[config.mk]
export PLATFORM = sky130hd
export DESIGN_NAME = mpid_ram
export DESIGN_NICKNAME = d
export VERILOG_FILES = /design/src/hw/rtl/mpid_ram.sv
export SDC_FILE = /design/constraint.sdc
export NUM_CORES = 1
export LEC_CHECK = 0
export ABC_AREA = 0
export BUFFER_PORTS_ARGS = -buffer_cell sky130_fd_sc_hd__buf_2
export CAP_MARGIN = 20
export CORE_ASPECT_RATIO = 0.8
export CORE_UTILIZATION = 49
export CTS_CLUSTER_SIZE = 12
export DETAILED_ROUTE_END_ITERATION = 6
export PLACE_DENSITY = 0.66
export SYNTH_ARGS = -nofsm -noshare
export SYNTH_HDL_FRONTEND = slang
export SYNTH_SLANG_ARGS = --single-unit
[constraint.sdc]
create_clock -name i_clk -period 3.55 [get_ports i_clk]
set_clock_uncertainty 0.05 [all_clocks]
set_input_delay 0.5325 -clock i_clk [delete_from_list [all_inputs] [get_ports i_clk]]
set_output_delay 0.5325 -clock i_clk [all_outputs]
set_load 0.005 [all_outputs]
[src/hw/rtl/mpid_ram.sv]
// Generic single-port-write, single-port-read RAM with registered read data.
// Self-contained; no package dependencies.
module mpid_ram #(
    parameter int WIDTH = 8,
    parameter int DEPTH = 16,
    parameter int AW    = (DEPTH > 1) ? $clog2(DEPTH) : 1
) (
    input  logic             i_clk,
    input  logic             i_we,
    input  logic [AW-1:0]    i_waddr,
    input  logic [WIDTH-1:0] i_wdata,
    input  logic             i_re,
    input  logic [AW-1:0]    i_raddr,
    output logic [WIDTH-1:0] o_rdata
);

    logic [WIDTH-1:0] r_mem [DEPTH];
    logic [WIDTH-1:0] r_rdata;

    always_ff @(posedge i_clk) begin
        if (i_we) begin
            r_mem[i_waddr] <= i_wdata;
        end
        if (i_re) begin
            r_rdata <= r_mem[i_raddr];
        end
    end

    assign o_rdata = r_rdata;

endmodule

* Word-level counts from Yosys, hierarchy flattened
Memories as Yosys holds them, arrays and structs flattened. A register that Yosys moved wholly into a read port is not among the register bits. Index checks and enable logic that the tools add are counted.
Cells by class: mux-type cells 2
Operator list (count):
- 1-bit 2-to-1 mux | 2
Storage, ports and cells: bits in registers 0, memories kept 1, word-level logic and storage cells 3, input port bits 19, output and inout bits 8, memory bits (writable) 128
Memory list:
- r_mem | words 16, width 8, rd ports 1, clocked after memory_dff 1, write ports 1, line 17 | logic [WIDTH-1:0] r_mem [DEPTH];

* Logic depth before layout (Yosys ltp)
Gate-level depths: netlist of the first run.
word-level depth 2, depth in mapped cells 5

* Worst setup path after synthesis of the first run
OpenSTA, ideal clock, no wires.
kind input to register, from input i_waddr[2], to memory r_mem[0][0], enable pin, cell stages on the path 2, slack 1475 ps, buffers on the path 0, library setup time 383 ps, arrival time 1642 ps, required time 3117 ps, path through or3b_2 nor3_1
RTL lines:
- from (decl) | line 10 | input logic [AW-1:0] i_waddr,
- to (decl) | line 17
Straight into the memory's write port.

==> run_results.csv, run 1 <==
group,metric,value,unit
clock_tree,cts_tree,"yes",
yosys,synthMostInstantiatedCell,"edfxtp_1",
sta,finalCritPeriodShare,0.6205,
sta,slew_headroom,0.3600,
yosys,ys_top_cells_by_area,"edfxtp_1 (78%), mux4_2 (7.8%), mux4_1 (7.0%), a22oi_1 (2.3%), nor2_1 (0.93%)",
clock_tree,cts_hold_buf,0,
floorplanning,rows,33,
final_layout,antenna_cells,0,
sta,grt_setup_unrepaired,"false",
final_layout,drive_gt1_frac,0.2766,
floorplanning,io_pins,27,
sta,fin_ws,1.347,ns
yosys,synth_common_cells,"edfxtp_1 (136), mux4_2 (18), a22oi_1 (16)",
clock_tree,clk_pin_slew,0.05,ns
min_path,min_from,"i_re",
grt,grt.overflow.total,0,
sta,fin_setup_tns,0,ns
drt,routedWlPerCell,23.24,um
placement,place_inst,390,
grt,grt_max_degree,33,
yosys,synth_top_area_frac,0.7812,
worst_setup_path,reg2reg_depth,3,
drt,wl,9807,um
yosys,synthArstFlopShare,0,
final_layout,design_area,6047,um2
final_layout,area_delta_synth_final,15.68,%
worst_setup_path,slowest_stage,"mux4_2",
worst_setup_path,required,3.66,ns
worst_setup_path,reg2reg_slack,1.91,ns
worst_setup_path,crit_fanout,17,
sta,slew_violations,0,
grt,grt.total_usage,0.1984,
clock_tree,cts_setup_buffers,0,
drt,detailroute.via_count,2372,
clock_tree,cts_buffer_depth,2,
placement,dpl_cell_area,5484,um2
drt,vias_per_cell,5.621,
final_layout,final_cells,422,
sta,max_freq,0.4540,GHz
min_path,min_path_cells,1,
worst_setup_path,start_kind,"input port",
flow_run,maxCapViolations,0,
floorplanning,die_h,94.39,um
final_layout,fin_util,0.5858,
placement,io_buffers,26,
sta,finalSetupViolCount,0,
placement,dp_hpwl,6184,um
worst_setup_path,crit_chain,"buf_2, buf_4, mux4_2, a22oi_1, nand2_1",
drt,drt_iter0_markers,266,
worst_setup_path,cpPeakStageDelay,0.57,ns
yosys,yosysUniqueCellTypes,18,
yosys,ys_seq_area_frac,0.7812,
yosys,synth_edf_count,136,
grt,grt_pass1_vias,2467,
clock_tree,clkLatencyLatePin,0.42,ns
power_and_ir_drop,p_leak,2.000,nW
min_path,hold_end,"o_rdata[2]",
yosys,synth.avg_cell_area,22.83,um2
power_and_ir_drop,power_density,600.2,nW/um2
grt,antenna_found_initial,0,
clock_tree,clock-root-buffer,"clkbuf_16",
power_and_ir_drop,max-vdd-ir-drop,361.5,uV
yosys,synth_top_flop_cell,"edfxtp_1",
clock_tree,clkSinkCount,136,
yosys,yosysWarningCount,0,
placement,pre_cts_slack,0.8558,ns
yosys,syn-num-nets,248,
sta,min_period,2.203,ns
min_path,worstHoldPathType,"input port to register",
worst_setup_path,cp.arrival,2.31,ns
worst_setup_path,cp-end-kind,"register",
outcome,status,"finished, final reports clean",
yosys,synthCells,229,
sta,worst_slew_pin_slew,0.9565,ns
grt,grt_pass1_wl,14920,um
placement,place_congestion,0.7177,
clock_tree,cts_buffers,17,
floorplanning,die_area,11090,um2
floorplanning,die_w,117.5,um
sta,hold_violations,0,
clock_tree,htree_levels,4,
clock_tree,cts.repair.resized,0,
worst_setup_path,reg2reg_from,"r_mem[9][5]",
drt,drc,0,
yosys,netlist_area,5228,um2
floorplanning,fp.coreArea,10320,um2
yosys,yosys_register_bits,136,
yosys,yosysTopAreaCell,"edfxtp_1",
drt,first_pass_iters,4,
final_layout,nets,288,
worst_setup_path,worstSetupPathType,"input port to register",
worst_setup_path,r2r-end,"o_rdata[5]",
drt,ant_nets,0,
floorplanning,initial_core_util,0.5064,
metal layers:
metal / share of wire / wire length, um / track usage
met3: 0.059 / 579 / 0.05556
met1: 0.46 / 4506 / 0.2709
met2: 0.46 / 4485 / 0.2988
met4: 0.024 / 235 / 0.09829
met5: 0 / 0 / 0
cells in the final DEF, fill, tap and decap left out, drive strengths merged:
cell type  Yosys  layout
a22oi         16      16
or3b           1       1
clkinvlp       0       4
nand3b         2       2
clkinv         0       8
nand2          9       9
buf            7      31
nor2          13      13
mux4          32      32
nor3           4       4
and2b          1       1
bufinv         0       2
and2           1       1
nand3          1       1
edfxtp       136     136
clkbuf         0      18
nand2b         2       2
nor2b          1       1
cell type report:
class	count	area, um2
fill	781	4275
sequential	136	4084
multi-input combinational	83	1057
clock buffer	18	429.2
tap	140	175.2
timing repair buffer	31	167.7
clock inverter	14	133.9
worst max-delay path by stage:
stage | from | end | slack [ns]
2_1_floorplan | i_waddr[2] | r_mem[0][0] | 1.47
3_3_place_gp | i_raddr[0] | o_rdata[7] | 0.87
3_5_place_dp | i_raddr[0] | o_rdata[7] | 0.86
4_1_cts | i_raddr[0] | o_rdata[7] | 1.29
5_1_grt | i_raddr[0] | o_rdata[7] | 1.18
6_report | i_raddr[0] | o_rdata[7] | 1.35
cell families after synthesis:
family,after synthesis,share of synthesized area
muxes,32,0.1479
AOI/OAI and AO/OA,16,0.02298
DFF,136,0.7812
and+or+nand+nor,35,0.03136
buffers and inverters,10,0.01651
state kept, by name, summed over array words and instances (netlist names):
| name | flops |
|---|---|
| r_mem | 128 |
| o_rdata | 8 |
report_power, final:
group | switching, mW | total [mW] | internal (mW) | leakage [nW]
logic | 0.0939 | 0.158 | 0.0637 | 0.499
registers | 0.00813 | 1.82 | 1.81 | 1.24
clock network | 0.633 | 1.65 | 1.02 | 0.264
critical path: cells and delay by family:
| family | cells | cell delay, ns |
|---|---|---|
| buf+inv | 2 | 0.81 |
| mux | 1 | 0.57 |
| simple gates | 1 | 0.08 |
| compound gates | 1 | 0.30 |
stage by stage:
stage                     hold slack (ns)  power [mW]
after floorplan                    0.5814       1.941
after global placement             0.6903       2.006
after detailed placement           0.7096       2.012
after CTS                          0.4186       3.653
after global routing               0.4202       3.729
final                              0.4274       3.629
Note: power is estimated with default switching activity, not from simulation.
==> run 2, diff against run 1 <==
--- a/config.mk
+++ b/config.mk
@@ -12,7 +12,7 @@
 export CORE_UTILIZATION = 49
 export CTS_CLUSTER_SIZE = 12
 export DETAILED_ROUTE_END_ITERATION = 6
-export PLACE_DENSITY = 0.66
+export PLACE_DENSITY = 0.69
 export SYNTH_ARGS = -nofsm -noshare
 export SYNTH_HDL_FRONTEND = slang
 export SYNTH_SLANG_ARGS = --single-unit
==> constraint.sdc (replaced) <==
create_clock -name i_clk -period 1.9 [get_ports i_clk]
set_clock_uncertainty 0.05 [all_clocks]
set_input_delay 0.285 -clock i_clk [delete_from_list [all_inputs] [get_ports i_clk]]
set_output_delay 0.285 -clock i_clk [all_outputs]
set_load 0.005 [all_outputs]
==> run_results.csv, run 2 (synthesized netlist as in run 1, its figures left out) <==
group,metric,value,unit
final_layout,nets,305,
worst_setup_path,cp-end-kind,"register",
final_layout,fin_util,0.6010,
floorplanning,io_pins,27,
power_and_ir_drop,max-vdd-ir-drop,697.2,uV
sta,grt_setup_unrepaired,"false",
clock_tree,clk_pin_slew,0.05,ns
drt,ant_nets,0,
power_and_ir_drop,p_leak,2.106,nW
final_layout,mostFrequentLayoutCell,"edfxtp_1",
power_and_ir_drop,p_total,6.796,mW
floorplanning,rows,33,
final_layout,drive_gt1_frac,0.2959,
clock_tree,htree_levels,4,
clock_tree,clkSinkCount,136,
placement,io_buffers,26,
drt,detailroute.via_count,2485,
sta,slew_violations,0,
sta,slew_headroom,0.7411,
placement,dp_hpwl,6390,um
clock_tree,cts_hold_buf,0,
floorplanning,die_h,94.39,um
worst_setup_path,critPathLaunch,"r_mem[6][0]",
drt,first_pass_iters,4,
placement,place_congestion,0.7143,
sta,worst_slew_pin_slew,0.3884,ns
worst_setup_path,cp.arrival,1.64,ns
sta,max_freq,0.6419,GHz
worst_setup_path,reg2reg_from,"r_mem[6][0]",
grt,grt_max_degree,33,
floorplanning,die_area,11090,um2
clock_tree,clkLatencyLatePin,0.42,ns
clock_tree,cts.repair.resized,0,
placement,place_inst,407,
grt,grt_pass1_wl,15220,um
drt,drc,0,
worst_setup_path,crit_chain,"mux4_1, a22oi_1, nand2_1",
clock_tree,cts_setup_buffers,0,
min_path,min_from,"i_re",
grt,grt.total_usage,0.2021,
floorplanning,die_w,117.5,um
sta,min_period,1.558,ns
sta,fin_setup_tns,0,ns
final_layout,antenna_cells,0,
worst_setup_path,reg2reg_slack,0.34,ns
worst_setup_path,slowest_stage,"mux4_1",
clock_tree,cts_tree,"yes",
worst_setup_path,start_kind,"register",
drt,drt_iter0_markers,243,
final_layout,area_delta_synth_final,18.67,%
grt,grt_pass1_vias,2524,
worst_setup_path,required,1.98,ns
grt,antenna_found_initial,0,
grt,grt.overflow.total,0,
clock_tree,cts_buffers,17,
drt,vias_per_cell,5.726,
clock_tree,clock-root-buffer,"clkbuf_16",
floorplanning,fp.coreArea,10320,um2
clock_tree,cts_buffer_depth,2,
floorplanning,initial_core_util,0.5064,
sta,hold-worst-slack,0.1978,ns
worst_setup_path,worstSetupPathType,"register to register",
power_and_ir_drop,power_density,1096,nW/um2
sta,finalSetupViolCount,0,
flow_run,maxCapViolations,0,
final_layout,max_flop_register,"r_mem",
final_layout,largest_reg_flops,128,
drt,wl,9914,um
min_path,worstHoldPathType,"input port to register",
worst_setup_path,crit_fanout,1,
sta,finalCritPeriodShare,0.8199,
outcome,status,"finished, final reports clean",
sta,hold_violations,0,
final_layout,final_cells,434,
drt,routedWlPerCell,22.84,um
final_layout,final_cell_mix,"edfxtp_1 (136), buf_2 (26), mux4_2 (18), buf_4 (18), clkbuf_16 (17)",
worst_setup_path,cpPeakStageDelay,0.54,ns
==> run 2: per-layer routing <==
metal / vias up / GRT usage / wire length (um)
li1: 1089 / - / -
met1: 1286 / 0.2820 / 4421
met2: 93 / 0.2988 / 4581
met3: 17 / 0.05857 / 729
met4: 0 / 0.09295 / 182
met5: - / 0 / 0
==> run 2: final cells by class <==
type | instances | area, um2
clock buffers | 19 | 432.9
clock inverters | 8 | 108.9
fillers | 758 | 4119
multi-input cells | 83 | 1057
flip-flops and latches | 136 | 4084
well taps | 140 | 175.2
repair buffers | 48 | 345.3
==> run 2: power by group <==
group	internal [mW]	switching, mW	total [mW]
Sequential	3.38	0.0171	3.40
Combinational	0.142	0.180	0.322
Clock	2.00	1.08	3.07
Total	5.52	1.27	6.80
==> run 2: per-stage QoR <==
stage	cell area, um2	setup slack [ns]
after global routing	6203	0.2826
after CTS	6203	0.3522
after global placement	5662	0.01510
after floorplan	5228	0.07213
final	6203	0.3421
after detailed placement	5662	-0.005818
==> run 2: path summary, 6_finish.rpt <==
kind           endpoint  depth (start not counted)
max          o_rdata[0]                          3
min          o_rdata[5]                          1
max reg2reg  o_rdata[0]                          3
min reg2reg  o_rdata[3]                          3
==> run 2: worst max-delay path, delay by kind of cell, from the launching register on <==
family / cells / cell delay [ns]
AO/OA/AOI/OAI: 1 / 0.19
flip-flops: 1 / 0.36
multiplexers: 1 / 0.54
AND/OR/NAND/NOR: 1 / 0.14
